`src/stcm_pkg.sv`:
```
`default_nettype none

package stcm_pkg;

    localparam int SAMPLE_WIDTH    = 16;
    localparam int COLOR_WIDTH     = 8;
    localparam int CFG_INDEX_WIDTH = 2;

    localparam int DIFF_WIDTH     = SAMPLE_WIDTH + 1;
    localparam int BAND_WIDTH     = 3;
    localparam int BAND_REM_WIDTH = SAMPLE_WIDTH + BAND_WIDTH;
    localparam int FRAC_REM_WIDTH = SAMPLE_WIDTH + COLOR_WIDTH;

    localparam logic [CFG_INDEX_WIDTH-1:0] REG_PALETTE    = CFG_INDEX_WIDTH'(0);
    localparam logic [CFG_INDEX_WIDTH-1:0] REG_RANGE_LOW  = CFG_INDEX_WIDTH'(1);
    localparam logic [CFG_INDEX_WIDTH-1:0] REG_RANGE_HIGH = CFG_INDEX_WIDTH'(2);

    localparam logic PAL_TRAFFIC = 1'b0;
    localparam logic PAL_SEVEN   = 1'b1;

    localparam logic [SAMPLE_WIDTH-1:0] RANGE_LOW_RESET  = '0;
    localparam logic [SAMPLE_WIDTH-1:0] RANGE_HIGH_RESET = {1'b0, {(SAMPLE_WIDTH-1){1'b1}}};

    localparam logic [COLOR_WIDTH-1:0] C_FULL = '1;
    localparam logic [COLOR_WIDTH-1:0] C_HALF = {1'b1, {(COLOR_WIDTH-1){1'b0}}};
    localparam logic [COLOR_WIDTH-1:0] C_ZERO = '0;

    localparam logic [BAND_WIDTH-1:0] BAND_W2M = BAND_WIDTH'(1);
    localparam logic [BAND_WIDTH-1:0] BAND_M2B = BAND_WIDTH'(2);
    localparam logic [BAND_WIDTH-1:0] BAND_B2C = BAND_WIDTH'(3);
    localparam logic [BAND_WIDTH-1:0] BAND_C2G = BAND_WIDTH'(4);
    localparam logic [BAND_WIDTH-1:0] BAND_G2Y = BAND_WIDTH'(5);
    localparam logic [BAND_WIDTH-1:0] BAND_Y2R = BAND_WIDTH'(6);
    localparam logic [BAND_WIDTH-1:0] BAND_R2K = BAND_WIDTH'(7);

    typedef enum logic [2:0] {
        KIND_RAMP    = 3'd0,
        KIND_WHITE   = 3'd1,
        KIND_GREY    = 3'd2,
        KIND_DARKRED = 3'd3,
        KIND_GREEN   = 3'd4,
        KIND_BLACK   = 3'd5
    } t_kind;

    typedef struct packed {
        t_kind                 kind;
        logic                  palette;
        logic                  lower_half;
        logic [BAND_WIDTH-1:0] band;
    } t_side;

    typedef struct packed {
        logic [COLOR_WIDTH-1:0] red;
        logic [COLOR_WIDTH-1:0] green;
        logic [COLOR_WIDTH-1:0] blue;
    } t_color;

endpackage

`default_nettype wire

```
`src/stcm_classify.sv`:
```
`default_nettype none

module stcm_classify (
    input  wire logic                                     i_clk,
    input  wire logic                                     i_rst_n,
    input  wire logic                                     i_en,
    input  wire logic                                     i_valid,
    input  wire logic signed [stcm_pkg::SAMPLE_WIDTH-1:0] i_sample,
    input  wire logic                                     i_palette,
    input  wire logic signed [stcm_pkg::SAMPLE_WIDTH-1:0] i_range_low,
    input  wire logic signed [stcm_pkg::SAMPLE_WIDTH-1:0] i_range_high,
    output logic                                          o_valid,
    output stcm_pkg::t_side                               o_side,
    output logic [stcm_pkg::SAMPLE_WIDTH-1:0]             o_d,
    output logic [stcm_pkg::SAMPLE_WIDTH-1:0]             o_x
);

    logic signed [stcm_pkg::DIFF_WIDTH-1:0] v;
    logic signed [stcm_pkg::DIFF_WIDTH-1:0] lo;
    logic signed [stcm_pkg::DIFF_WIDTH-1:0] hi;
    logic signed [stcm_pkg::DIFF_WIDTH-1:0] d_full;
    logic signed [stcm_pkg::DIFF_WIDTH-1:0] x_full;
    logic below;
    logic above;
    logic empty;
    logic inverted;
    stcm_pkg::t_side n_side;

    logic r_valid;
    stcm_pkg::t_side r_side;
    logic [stcm_pkg::SAMPLE_WIDTH-1:0] r_d;
    logic [stcm_pkg::SAMPLE_WIDTH-1:0] r_x;

    assign v  = {i_sample[stcm_pkg::SAMPLE_WIDTH-1], i_sample};
    assign lo = {i_range_low[stcm_pkg::SAMPLE_WIDTH-1], i_range_low};
    assign hi = {i_range_high[stcm_pkg::SAMPLE_WIDTH-1], i_range_high};

    assign d_full   = hi - lo;
    assign x_full   = v - lo;
    assign below    = v < lo;
    assign above    = v > hi;
    assign empty    = lo == hi;
    assign inverted = lo >= hi;

    always_comb begin
        n_side         = '0;
        n_side.palette = i_palette;
        n_side.kind    = stcm_pkg::KIND_RAMP;
        if (i_palette == stcm_pkg::PAL_SEVEN) begin
            if (inverted) begin
                n_side.kind = stcm_pkg::KIND_GREY;
            end else if (below) begin
                n_side.kind = stcm_pkg::KIND_WHITE;
            end else if (above) begin
                n_side.kind = stcm_pkg::KIND_BLACK;
            end
        end else begin
            if (empty) begin
                n_side.kind = stcm_pkg::KIND_WHITE;
            end else if (below) begin
                n_side.kind = stcm_pkg::KIND_DARKRED;
            end else if (above) begin
                n_side.kind = stcm_pkg::KIND_GREEN;
            end
        end
    end

    always_ff @(posedge i_clk) begin
        if (!i_rst_n) begin
            r_valid <= 1'b0;
        end else if (i_en) begin
            r_valid <= i_valid;
        end
    end

    always_ff @(posedge i_clk) begin
        if (i_en) begin
            r_side <= n_side;
            r_d    <= d_full[stcm_pkg::SAMPLE_WIDTH-1:0];
            r_x    <= x_full[stcm_pkg::SAMPLE_WIDTH-1:0];
        end
    end

    assign o_valid = r_valid;
    assign o_side  = r_side;
    assign o_d     = r_d;
    assign o_x     = r_x;

endmodule

`default_nettype wire

```
`src/stcm_band.sv`:
```
`default_nettype none

module stcm_band (
    input  wire logic                                 i_clk,
    input  wire logic                                 i_rst_n,
    input  wire logic                                 i_en,
    input  wire logic                                 i_valid,
    input  wire stcm_pkg::t_side                      i_side,
    input  wire logic [stcm_pkg::SAMPLE_WIDTH-1:0]    i_d,
    input  wire logic [stcm_pkg::SAMPLE_WIDTH-1:0]    i_x,
    output logic                                      o_valid,
    output stcm_pkg::t_side                           o_side,
    output logic [stcm_pkg::SAMPLE_WIDTH-1:0]         o_d,
    output logic [stcm_pkg::SAMPLE_WIDTH-1:0]         o_n
);

    localparam int W  = stcm_pkg::SAMPLE_WIDTH;
    localparam int BW = stcm_pkg::BAND_REM_WIDTH;
    localparam int NB = stcm_pkg::BAND_WIDTH;

    logic [BW-1:0] x7;
    logic [W:0]    x2;
    logic          lower;
    logic [W-1:0]  tn;
    logic [W-1:0]  dmx;
    stcm_pkg::t_side side0;

    logic                 in_valid [NB];
    logic [BW-1:0]        in_rem   [NB];
    logic [NB-1:0]        in_q     [NB];
    logic [W-1:0]         in_d     [NB];
    logic [W-1:0]         in_tn    [NB];
    stcm_pkg::t_side      in_side  [NB];

    logic                 r_valid [NB];
    logic [BW-1:0]        r_rem   [NB];
    logic [NB-1:0]        r_q     [NB];
    logic [W-1:0]         r_d     [NB];
    logic [W-1:0]         r_tn    [NB];
    stcm_pkg::t_side      r_side  [NB];

    logic            exact;
    logic [W-1:0]    rem_sel;
    stcm_pkg::t_side n_sel_side;
    logic [W-1:0]    n_sel_n;

    logic            r_sel_valid;
    stcm_pkg::t_side r_sel_side;
    logic [W-1:0]    r_sel_d;
    logic [W-1:0]    r_sel_n;

    assign x7    = {i_x, {NB{1'b0}}} - {{NB{1'b0}}, i_x};
    assign x2    = {i_x, 1'b0};
    assign lower = x2 <= {1'b0, i_d};
    assign dmx   = i_d - i_x;
    assign tn    = lower ? x2[W-1:0] : {dmx[W-2:0], 1'b0};

    always_comb begin
        side0            = i_side;
        side0.lower_half = lower;
    end

    for (genvar s = 0; s < NB; s++) begin : g_step
        logic [BW-1:0] dsh;
        logic          ge;

        if (s == 0) begin : g_first
            assign in_valid[s] = i_valid;
            assign in_rem[s]   = x7;
            assign in_q[s]     = '0;
            assign in_d[s]     = i_d;
            assign in_tn[s]    = tn;
            assign in_side[s]  = side0;
        end else begin : g_next
            assign in_valid[s] = r_valid[s-1];
            assign in_rem[s]   = r_rem[s-1];
            assign in_q[s]     = r_q[s-1];
            assign in_d[s]     = r_d[s-1];
            assign in_tn[s]    = r_tn[s-1];
            assign in_side[s]  = r_side[s-1];
        end

        assign dsh = BW'(in_d[s]) << (NB - 1 - s);
        assign ge  = in_rem[s] >= dsh;

        always_ff @(posedge i_clk) begin
            if (!i_rst_n) begin
                r_valid[s] <= 1'b0;
            end else if (i_en) begin
                r_valid[s] <= in_valid[s];
            end
        end

        always_ff @(posedge i_clk) begin
            if (i_en) begin
                r_rem[s]  <= ge ? in_rem[s] - dsh : in_rem[s];
                r_q[s]    <= {in_q[s][NB-2:0], ge};
                r_d[s]    <= in_d[s];
                r_tn[s]   <= in_tn[s];
                r_side[s] <= in_side[s];
            end
        end
    end

    // A sample on a band boundary stays in the lower band with a full ramp.
    assign exact   = (r_rem[NB-1] == '0) && (r_q[NB-1] != '0);
    assign rem_sel = exact ? r_d[NB-1] : r_rem[NB-1][W-1:0];

    always_comb begin
        n_sel_side      = r_side[NB-1];
        n_sel_side.band = exact ? r_q[NB-1] : r_q[NB-1] + NB'(1);
        n_sel_n         = (r_side[NB-1].palette == stcm_pkg::PAL_SEVEN) ? rem_sel
                                                                       : r_tn[NB-1];
    end

    always_ff @(posedge i_clk) begin
        if (!i_rst_n) begin
            r_sel_valid <= 1'b0;
        end else if (i_en) begin
            r_sel_valid <= r_valid[NB-1];
        end
    end

    always_ff @(posedge i_clk) begin
        if (i_en) begin
            r_sel_side <= n_sel_side;
            r_sel_d    <= r_d[NB-1];
            r_sel_n    <= n_sel_n;
        end
    end

    assign o_valid = r_sel_valid;
    assign o_side  = r_sel_side;
    assign o_d     = r_sel_d;
    assign o_n     = r_sel_n;

endmodule

`default_nettype wire

```
`src/stcm_frac.sv`:
```
`default_nettype none

module stcm_frac (
    input  wire logic                              i_clk,
    input  wire logic                              i_rst_n,
    input  wire logic                              i_en,
    input  wire logic                              i_valid,
    input  wire stcm_pkg::t_side                   i_side,
    input  wire logic [stcm_pkg::SAMPLE_WIDTH-1:0] i_d,
    input  wire logic [stcm_pkg::SAMPLE_WIDTH-1:0] i_n,
    output logic                                   o_valid,
    output stcm_pkg::t_side                        o_side,
    output logic [stcm_pkg::COLOR_WIDTH-1:0]       o_q,
    output logic                                   o_nz
);

    localparam int W  = stcm_pkg::SAMPLE_WIDTH;
    localparam int CW = stcm_pkg::COLOR_WIDTH;
    localparam int RW = stcm_pkg::FRAC_REM_WIDTH;

    logic [RW-1:0] scaled;

    logic            in_valid [CW];
    logic [RW-1:0]   in_rem   [CW];
    logic [CW-1:0]   in_q     [CW];
    logic [W-1:0]    in_d     [CW];
    stcm_pkg::t_side in_side  [CW];

    logic            r_valid [CW];
    logic [RW-1:0]   r_rem   [CW];
    logic [CW-1:0]   r_q     [CW];
    logic [W-1:0]    r_d     [CW];
    stcm_pkg::t_side r_side  [CW];

    assign scaled = {i_n, {CW{1'b0}}} - {{CW{1'b0}}, i_n};

    for (genvar s = 0; s < CW; s++) begin : g_step
        logic [RW-1:0] dsh;
        logic          ge;

        if (s == 0) begin : g_first
            assign in_valid[s] = i_valid;
            assign in_rem[s]   = scaled;
            assign in_q[s]     = '0;
            assign in_d[s]     = i_d;
            assign in_side[s]  = i_side;
        end else begin : g_next
            assign in_valid[s] = r_valid[s-1];
            assign in_rem[s]   = r_rem[s-1];
            assign in_q[s]     = r_q[s-1];
            assign in_d[s]     = r_d[s-1];
            assign in_side[s]  = r_side[s-1];
        end

        assign dsh = RW'(in_d[s]) << (CW - 1 - s);
        assign ge  = in_rem[s] >= dsh;

        always_ff @(posedge i_clk) begin
            if (!i_rst_n) begin
                r_valid[s] <= 1'b0;
            end else if (i_en) begin
                r_valid[s] <= in_valid[s];
            end
        end

        always_ff @(posedge i_clk) begin
            if (i_en) begin
                r_rem[s]  <= ge ? in_rem[s] - dsh : in_rem[s];
                r_q[s]    <= {in_q[s][CW-2:0], ge};
                r_d[s]    <= in_d[s];
                r_side[s] <= in_side[s];
            end
        end
    end

    assign o_valid = r_valid[CW-1];
    assign o_side  = r_side[CW-1];
    assign o_q     = r_q[CW-1];
    assign o_nz    = r_rem[CW-1] != '0;

endmodule

`default_nettype wire

```
`src/stcm_color.sv`:
```
`default_nettype none

module stcm_color (
    input  wire logic                             i_clk,
    input  wire logic                             i_rst_n,
    input  wire logic                             i_valid,
    input  wire stcm_pkg::t_side                  i_side,
    input  wire logic [stcm_pkg::COLOR_WIDTH-1:0] i_q,
    input  wire logic                             i_nz,
    input  wire logic                             i_ready,
    output logic                                  o_en,
    output logic                                  o_valid,
    output stcm_pkg::t_color                      o_color
);

    localparam int CW = stcm_pkg::COLOR_WIDTH;

    logic [CW-1:0]     up;
    logic [CW-1:0]     down;
    logic              take;
    logic              drain;
    stcm_pkg::t_color  n_color;

    logic              r_out_valid;
    logic              r_skid_valid;
    stcm_pkg::t_color  r_out_color;
    stcm_pkg::t_color  r_skid_color;

    // The falling ramp is the full scale minus the rounded-up rising ramp.
    assign up   = i_q;
    assign down = stcm_pkg::C_FULL - i_q - {{(CW-1){1'b0}}, i_nz};

    always_comb begin
        n_color = '{stcm_pkg::C_ZERO, stcm_pkg::C_ZERO, stcm_pkg::C_ZERO};
        case (i_side.kind)
            stcm_pkg::KIND_WHITE: begin
                n_color = '{stcm_pkg::C_FULL, stcm_pkg::C_FULL, stcm_pkg::C_FULL};
            end
            stcm_pkg::KIND_GREY: begin
                n_color = '{stcm_pkg::C_HALF, stcm_pkg::C_HALF, stcm_pkg::C_HALF};
            end
            stcm_pkg::KIND_DARKRED: begin
                n_color = '{stcm_pkg::C_HALF, stcm_pkg::C_ZERO, stcm_pkg::C_ZERO};
            end
            stcm_pkg::KIND_GREEN: begin
                n_color = '{stcm_pkg::C_ZERO, stcm_pkg::C_FULL, stcm_pkg::C_ZERO};
            end
            stcm_pkg::KIND_BLACK: begin
                n_color = '{stcm_pkg::C_ZERO, stcm_pkg::C_ZERO, stcm_pkg::C_ZERO};
            end
            stcm_pkg::KIND_RAMP: begin
                if (i_side.palette == stcm_pkg::PAL_TRAFFIC) begin
                    if (i_side.lower_half) begin
                        n_color = '{stcm_pkg::C_FULL, up, stcm_pkg::C_ZERO};
                    end else begin
                        n_color = '{up, stcm_pkg::C_FULL, stcm_pkg::C_ZERO};
                    end
                end else begin
                    case (i_side.band)
                        stcm_pkg::BAND_W2M: begin
                            n_color = '{stcm_pkg::C_FULL, down, stcm_pkg::C_FULL};
                        end
                        stcm_pkg::BAND_M2B: begin
                            n_color = '{down, stcm_pkg::C_ZERO, stcm_pkg::C_FULL};
                        end
                        stcm_pkg::BAND_B2C: begin
                            n_color = '{stcm_pkg::C_ZERO, up, stcm_pkg::C_FULL};
                        end
                        stcm_pkg::BAND_C2G: begin
                            n_color = '{stcm_pkg::C_ZERO, stcm_pkg::C_FULL, down};
                        end
                        stcm_pkg::BAND_G2Y: begin
                            n_color = '{up, stcm_pkg::C_FULL, stcm_pkg::C_ZERO};
                        end
                        stcm_pkg::BAND_Y2R: begin
                            n_color = '{stcm_pkg::C_FULL, down, stcm_pkg::C_ZERO};
                        end
                        stcm_pkg::BAND_R2K: begin
                            n_color = '{down, stcm_pkg::C_ZERO, stcm_pkg::C_ZERO};
                        end
                        default: begin
                            n_color = '{stcm_pkg::C_ZERO, stcm_pkg::C_ZERO,
                                        stcm_pkg::C_ZERO};
                        end
                    endcase
                end
            end
            default: begin
                n_color = '{stcm_pkg::C_ZERO, stcm_pkg::C_ZERO, stcm_pkg::C_ZERO};
            end
        endcase
    end

    // The pipeline moves whenever the skid entry is free.
    assign o_en  = !r_skid_valid;
    assign take  = o_en && i_valid;
    assign drain = !r_out_valid || i_ready;

    always_ff @(posedge i_clk) begin
        if (!i_rst_n) begin
            r_out_valid  <= 1'b0;
            r_skid_valid <= 1'b0;
        end else if (drain) begin
            if (r_skid_valid) begin
                r_out_valid  <= 1'b1;
                r_skid_valid <= 1'b0;
            end else begin
                r_out_valid <= take;
            end
        end else if (take) begin
            r_skid_valid <= 1'b1;
        end
    end

    always_ff @(posedge i_clk) begin
        if (drain) begin
            r_out_color <= r_skid_valid ? r_skid_color : n_color;
        end else if (take) begin
            r_skid_color <= n_color;
        end
    end

    assign o_valid = r_out_valid;
    assign o_color = r_out_color;

endmodule

`default_nettype wire

```
`src/scalar_to_rgb_colormap_core.sv`:
```
// Channel   Direction  Handshake                    Payload
// input     in         i_in_valid / o_in_ready      i_sample
// output    out        o_out_valid / i_out_ready    o_red, o_green, o_blue
// config    in         i_cfg_valid / o_cfg_ready    i_cfg_index, i_cfg_data
//
// One sample request is taken every cycle unless back pressure fills the output
// buffer; each result passes one classify stage, three band-search stages, one band
// select stage, one divider stage per color bit and the output register.
// A two-entry output buffer lets the pipeline keep moving until it fills.
// Reset restores the palette to traffic and the range to zero through 32767.
`default_nettype none

module scalar_to_rgb_colormap_core (
    input  wire logic                                        i_clk,
    input  wire logic                                        i_rst_n,
    input  wire logic                                        i_in_valid,
    output logic                                             o_in_ready,
    input  wire logic signed [stcm_pkg::SAMPLE_WIDTH-1:0]    i_sample,
    output logic                                             o_out_valid,
    input  wire logic                                        i_out_ready,
    output logic [stcm_pkg::COLOR_WIDTH-1:0]                 o_red,
    output logic [stcm_pkg::COLOR_WIDTH-1:0]                 o_green,
    output logic [stcm_pkg::COLOR_WIDTH-1:0]                 o_blue,
    input  wire logic                                        i_cfg_valid,
    output logic                                             o_cfg_ready,
    input  wire logic [stcm_pkg::CFG_INDEX_WIDTH-1:0]        i_cfg_index,
    input  wire logic [stcm_pkg::SAMPLE_WIDTH-1:0]           i_cfg_data
);

    logic r_palette;
    logic signed [stcm_pkg::SAMPLE_WIDTH-1:0] r_range_low;
    logic signed [stcm_pkg::SAMPLE_WIDTH-1:0] r_range_high;

    logic en;

    logic                              cls_valid;
    stcm_pkg::t_side                   cls_side;
    logic [stcm_pkg::SAMPLE_WIDTH-1:0] cls_d;
    logic [stcm_pkg::SAMPLE_WIDTH-1:0] cls_x;

    logic                              band_valid;
    stcm_pkg::t_side                   band_side;
    logic [stcm_pkg::SAMPLE_WIDTH-1:0] band_d;
    logic [stcm_pkg::SAMPLE_WIDTH-1:0] band_n;

    logic                              frac_valid;
    stcm_pkg::t_side                   frac_side;
    logic [stcm_pkg::COLOR_WIDTH-1:0]  frac_q;
    logic                              frac_nz;

    stcm_pkg::t_color                  color;

    assign o_cfg_ready = 1'b1;

    always_ff @(posedge i_clk) begin
        if (!i_rst_n) begin
            r_palette    <= stcm_pkg::PAL_TRAFFIC;
            r_range_low  <= stcm_pkg::RANGE_LOW_RESET;
            r_range_high <= stcm_pkg::RANGE_HIGH_RESET;
        end else if (i_cfg_valid && o_cfg_ready) begin
            case (i_cfg_index)
                stcm_pkg::REG_PALETTE: begin
                    r_palette <= i_cfg_data[0];
                end
                stcm_pkg::REG_RANGE_LOW: begin
                    r_range_low <= i_cfg_data;
                end
                stcm_pkg::REG_RANGE_HIGH: begin
                    r_range_high <= i_cfg_data;
                end
                default: begin
                end
            endcase
        end
    end

    assign o_in_ready = en;

    stcm_classify u_classify (
        .i_clk        (i_clk),
        .i_rst_n      (i_rst_n),
        .i_en         (en),
        .i_valid      (i_in_valid),
        .i_sample     (i_sample),
        .i_palette    (r_palette),
        .i_range_low  (r_range_low),
        .i_range_high (r_range_high),
        .o_valid      (cls_valid),
        .o_side       (cls_side),
        .o_d          (cls_d),
        .o_x          (cls_x)
    );

    stcm_band u_band (
        .i_clk   (i_clk),
        .i_rst_n (i_rst_n),
        .i_en    (en),
        .i_valid (cls_valid),
        .i_side  (cls_side),
        .i_d     (cls_d),
        .i_x     (cls_x),
        .o_valid (band_valid),
        .o_side  (band_side),
        .o_d     (band_d),
        .o_n     (band_n)
    );

    stcm_frac u_frac (
        .i_clk   (i_clk),
        .i_rst_n (i_rst_n),
        .i_en    (en),
        .i_valid (band_valid),
        .i_side  (band_side),
        .i_d     (band_d),
        .i_n     (band_n),
        .o_valid (frac_valid),
        .o_side  (frac_side),
        .o_q     (frac_q),
        .o_nz    (frac_nz)
    );

    stcm_color u_color (
        .i_clk   (i_clk),
        .i_rst_n (i_rst_n),
        .i_valid (frac_valid),
        .i_side  (frac_side),
        .i_q     (frac_q),
        .i_nz    (frac_nz),
        .i_ready (i_out_ready),
        .o_en    (en),
        .o_valid (o_out_valid),
        .o_color (color)
    );

    assign o_red   = color.red;
    assign o_green = color.green;
    assign o_blue  = color.blue;

endmodule

`default_nettype wire

```
`config.mk`:
```
export PLATFORM = sky130hd
export DESIGN_NAME = scalar_to_rgb_colormap_core
export DESIGN_NICKNAME = d
export VERILOG_FILES = /design/src/stcm_pkg.sv /design/src/stcm_classify.sv /design/src/stcm_band.sv /design/src/stcm_frac.sv /design/src/stcm_color.sv /design/src/scalar_to_rgb_colormap_core.sv
export SDC_FILE = /design/constraint.sdc
export NUM_CORES = 2
export LEC_CHECK = 0
export ABC_CLOCK_PERIOD_IN_PS = 67900
export BUFFER_PORTS_ARGS = -buffer_cell sky130_fd_sc_hd__buf_2
export CAP_MARGIN = 20
export CORE_MARGIN = 1.5
export CORE_UTILIZATION = 35
export DETAILED_ROUTE_END_ITERATION = 10
export PLACE_DENSITY = 0.57
export SYNTH_ARGS = -nofsm -noshare
export SYNTH_HDL_FRONTEND = slang
export SYNTH_SLANG_ARGS = --single-unit
```
`constraint.sdc`:
```
create_clock -name i_clk -period 67.9 [get_ports i_clk]
set_input_delay 16.975 -clock i_clk [delete_from_list [all_inputs] [get_ports i_clk]]
set_output_delay 16.975 -clock i_clk [all_outputs]
set_load 0.02 [all_outputs]
```
* Yosys cells after proc, flatten, opt, wreduce, memory -nomap -nowiden
Memory sizes are Yosys's and may differ from the RTL's. A register that Yosys moved wholly into a read port is not among the register bits.
Cells that the tools add are included.
** Cells by class
- $add $sub $neg :: 19
- Bitwise logic cells :: 13
- Multiplexer cells :: 43
- Reduce and logical (&&, ||, !) cells :: 17
- Order comparisons :: 15
- Equal/unequal tests :: 14
** Operators by type and width (number)
- two-way mux 24 bit :: 11
- one-hot mux 24 bit (7 select lines) :: 1
- one-hot mux 24 bit (5 select lines) :: 1
- two-way mux 19 bit :: 3
- two-way mux 16 bit :: 3
- subtractor 24 x 16 -> 24 bit :: 2
- subtractor 19 x 16 -> 19 bit :: 2
- subtractor 16 bit :: 2
- >= comparator 24 x 16 -> 1 bit :: 1
- >= comparator 24 x 17 -> 1 bit :: 1
- >= comparator 24 x 18 -> 1 bit :: 1
- >= comparator 24 x 19 -> 1 bit :: 1
- >= comparator 24 x 20 -> 1 bit :: 1
- >= comparator 24 x 21 -> 1 bit :: 1
- >= comparator 24 x 22 -> 1 bit :: 1
- >= comparator 24 x 23 -> 1 bit :: 1
- two-way mux 3 bit :: 8
- nonzero test 24 bit :: 1
- subtractor 24 x 17 -> 24 bit :: 1
- subtractor 24 x 18 -> 24 bit :: 1
- subtractor 24 x 19 -> 24 bit :: 1
- subtractor 24 x 20 -> 24 bit :: 1
- subtractor 24 x 21 -> 24 bit :: 1
- subtractor 24 x 22 -> 24 bit :: 1
- other kinds (32) :: 73
** Word-level totals
- Memories :: 11
- Register bits after elaboration :: 160
- Input port bits :: 39
- Output and inout bits :: 27
- Memory bits (writable) :: 645
** Memories
- u_frac.r_rem :: words 8, bits a word 24, read ports 8, clocked after Yosys merged registers in 0, write ports 8, RTL line stcm_frac.sv:30 : logic [RW-1:0] r_rem [CW];
- u_frac.r_d :: words 8, bits a word 16, read ports 7, clocked after Yosys merged registers in 0, write ports 8, RTL line stcm_frac.sv:32 : logic [W-1:0] r_d [CW];
- u_frac.r_q :: words 8, bits a word 8, read ports 8, clocked after Yosys merged registers in 0, write ports 8, RTL line stcm_frac.sv:31 : logic [CW-1:0] r_q [CW];
- u_frac.r_side :: words 8, bits a word 8, read ports 8, clocked after Yosys merged registers in 0, write ports 8, RTL line stcm_frac.sv:33 : stcm_pkg::t_side r_side [CW];
- u_band.r_rem :: words 3, bits a word 19, read ports 3, clocked after Yosys merged registers in 0, write ports 3, RTL line stcm_band.sv:36 : logic [BW-1:0] r_rem [NB];
- u_band.r_d :: words 3, bits a word 16, read ports 3, clocked after Yosys merged registers in 0, write ports 3, RTL line stcm_band.sv:38 : logic [W-1:0] r_d [NB];
- 5 more memories

* Logic depth before layout (Yosys ltp)
An unclocked memory read counts as a cell.
- Word-level depth :: 7
- Depth in mapped cells :: 20
- Depth with buffers taken out :: 18

* Cells and area by module
Synthesis repeated with hierarchy kept, for this count alone.
** Unflattened totals
- Cell total of the unflattened synthesis :: 3540
- Area, all modules :: 41004.3 um^2
** Modules (own cells, without submodules)
- stcm_frac :: seq. area each 12361.9 um^2, instances 1, cells each 1828, area an instance 21891.0 um^2
- stcm_band :: seq. area each 6436.2 um^2, instances 1, cells each 986, area an instance 11673.7 um^2
- stcm_classify :: seq. area each 1101.1 um^2, instances 1, cells each 312, area an instance 3134.3 um^2
- stcm_color :: seq. area each 1481.4 um^2, instances 1, cells each 265, area an instance 2855.2 um^2
- scalar_to_rgb_colormap_core :: seq. area each 660.6 um^2, instances 1, cells each 149, area an instance 1450.1 um^2

* Worst setup path after synthesis
No wires, ideal clock.
- Path type :: flip-flop to output port
- From :: register u_color.r_skid_valid
- To :: output port o_in_ready
- Slack :: 32587 ps
- Buffers on the path :: 1
- Required time :: 50925 ps
- Arrival :: 18338 ps
- Cell stages (with the launch flop) :: 3
- Path through :: dfxtp_1 -> inv_2 -> buf_1
** On the way
- Longest elaborated chain between the ends :: 1
** RTL lines
- start, declared :: RTL line stcm_color.sv:25 : logic r_skid_valid;
- start signal, assigned :: RTL line stcm_color.sv:102 : r_skid_valid <= 1'b0;
- start signal, assigned :: RTL line stcm_color.sv:106 : r_skid_valid <= 1'b0;
- start signal, assigned :: RTL line stcm_color.sv:111 : r_skid_valid <= 1'b1;
- logical NOT 1 bit :: RTL line stcm_color.sv:95 : assign o_en = !r_skid_valid;
- end, declared :: RTL line scalar_to_rgb_colormap_core.sv:17 : output logic o_in_ready,
Every way passes these cells.

* Final worst setup path
Ends and elaborated chain as after synthesis.

==> reports/metrics.cfg <==
[floorplanning]
die_w_um=341.8
dieArea_sq_mm=0.1168
start_util_pct=35.22
num_rows=124
die_h_um=341.8
design.core.area_sq_mm=0.1140
io_pins=66

[drt]
dr.first_iter.drc_count=1651
drcViolationCount=0
wl_met2_um=43570
dr_wl_met3_um=2516
topRoutingLayerUsed=met4
viasPerCell=5.040
wl_met1_um=34070
via_count=26144
wl_um=83090
drtPass1Iterations=7
wl_per_cell_um=16.02
ant_nets=0

[clocking]
worstSkewPairLatency_ns=0.65
clkSlewWorstSetupHoldPaths_ns=0.06
root_buffer=clkbuf_16
cts_made_buffers=79
cts_setup_buffers=0
htreeDepth=3
cts_tree=built
cts.sinks=747
ctsHoldBuffers=0
clockBufferDepth=3
cts_resized=0

[synthesis]
synth_fp_nets=3852
synthesis.area_sq_mm=0.04016
async_flop_share_pct=0
yosysUniqueCellTypes=79
ys_seq_elements=747
synth_warnings=0
synth_edf_count=708
synth_top_area_share_pct=52.93
synthTopCellsByArea=edfxtp_1 (53%), ha_1 (8.8%), a21oi_1 (3.3%)
avgSynthCellArea_sq_um=11.42
yosysTopAreaCell=edfxtp_1
synth_top_flop_cell=edfxtp_1
synthCells=3518
seq_area_frac_synth_pct=54.88

[flow_run]
max_cap_violations=0

[power_and_ir_drop]
ir_worst_vdd_mv=0.02266
p_leak_nw=18.24
total_power_w=0.002039
power_density_mw_per_mm2=45.39

[final_layout]
fin_util_pct=39.40
drive_above_1_share_pct=7.129
layout.nets=3948
area.growth.synth_to_final_pct=11.86
layout_common_cells=edfxtp_1 (708), inv_1 (293), ha_1 (281)
n_antenna_cell=0
final_common_cell=edfxtp_1

[sta]
finalMaxSlewViolations=0
clock-skew-final_ns=0.03674
finalCritPeriodShare_pct=28.64
fin_crit_ns=19.45
hold_viol_final=0
setup_tns_ns=0
relSlewSlack_pct=30.53
worst_pin_slew_ns=1.042
max_freq_mhz=51.43
rsz0062_at_grt=false
setup_viol=0
holdWs_ns=0.4056

[global_routing]
grt_max_degree=198
grt_pass1_wl_um=134100
grt-ovfl-total=0
grt_antenna_before_repair=0
track_usage_pct=14.12
grt_pass1_vias=26092

[setup_path]
rr_worst_depth=15
worstSetupPathType=flip-flop to output pin
crit_arrival_ns=2.47
crit_path_start=u_color.r_skid_valid
r2r-start=u_classify.o_x[0]
crit_required_ns=50.92
critPathCaptureType=output pin
crit_path_max_fanout=112
critPathLaunchType=flip-flop
cp-endpoint=o_in_ready
r2r_end=u_band.r_rem[0][5]
ff2ff_setup_slack_ns=62.29

[outcome]
status=complete, no violations

[placed_design]
portBuffers=64
place.gp.congestion=0.8803
dpl.hpwl_um=62180

[worst_hold_path]
hold_class=flip-flop to flip-flop
whs_path_depth=0

## layout make-up
type	instances	area, sq um
multi-input combinational	2401	16770
sequential	747	22040
clock buffer	90	2018
inverter	300	1134
clock inverter	52	550.5
timing repair buffer	85	521.8
tap	1512	1892
fill	10994	69110
## registers in the layout, summed over array words and instances (netlist names), 24 cells and up
signal and count:
u_frac.r_rem 192, u_frac.r_d 112, u_frac.r_side 64, u_band.r_rem 57, u_band.r_d 48, u_band.r_tn 45, u_frac.r_q 36, u_color.o_color 24
u_color.r_skid_color 24
## critical path, cell delays in order (launching register included)
cell and delay (ns):
dfxtp_1 0.94, inv_8 0.46, buf_2 0.32
## report_power, final
| group | switching, W | total [W] | internal [W] |
|---|---|---|---|
| Clock | 0.000185 | 0.000426 | 0.000240 |
| Combinational | 0.000455 | 0.000811 | 0.000356 |
| Sequential | 0.0000890 | 0.000802 | 0.000713 |
## layer usage
layer,vias to the layer above,track usage [%]
met5,-,0
met4,0,5.491
met3,169,1.800
met2,414,26.53
met1,12423,16.11
li1,13138,-
## synthesized netlist by cell type (8+ instances only)
library cell,number
a2111oi_0,9
a211o_1,10
a211oi_1,21
a21boi_0,25
a21boi_1,12
a21o_1,80
a21oi_1,262
a31oi_1,32
and2_1,27
and3_1,25
and4_1,12
clkbuf_1,63
dfxtp_1,39
edfxtp_1,708
fa_1,14
ha_1,281
inv_1,293
mux2_1,40
mux2_2,27
mux2i_1,15
nand2_1,266
nand2b_1,41
nand3_1,49
nand3b_1,9
nand4_1,28
nor2_1,212
nor2b_1,60
nor3_1,74
nor3b_1,8
nor4_1,30
o211ai_1,25
o21a_1,38
o21ai_0,132
o21ai_1,91
o21bai_1,17
o22ai_1,10
o31a_1,9
o31ai_1,26
or2_2,16
or3_1,24
or4_1,9
xnor2_1,143
xor2_1,109
## worst min path at each step
stage | start | to
floorplan | u_band.r_side[0][19] | u_band.o_side[3]
global placement | u_frac.r_side[1][14] | u_frac.r_side[1][22]
detailed placement | u_band.r_side[0][19] | u_band.o_side[3]
CTS | u_frac.r_side[0][12] | u_frac.r_side[0][20]
global route | u_frac.r_side[0][12] | u_frac.r_side[0][20]
finish | u_frac.r_side[0][12] | u_frac.r_side[0][20]
## through the flow
step | setup slack (ns) | std cells | area [sq um]
finish | 48.45 | 5187 | 44930
global route | 48.32 | 5187 | 44930
CTS | 48.43 | 5184 | 44870
detailed placement | 48.32 | 5042 | 42300
global placement | 48.33 | 5042 | 42300
floorplan | 32.59 | 3518 | 40160
## kinds of logic after synthesis
family | synth area share [%]
compound gates | 13.34
xor+xnor | 5.495
fa+ha+maj | 9.452
buf+inv | 3.495
flops | 54.88
mux | 2.252
other cells | 0.009337
simple gates | 11.07
Power figures use the tool's default switching activity.
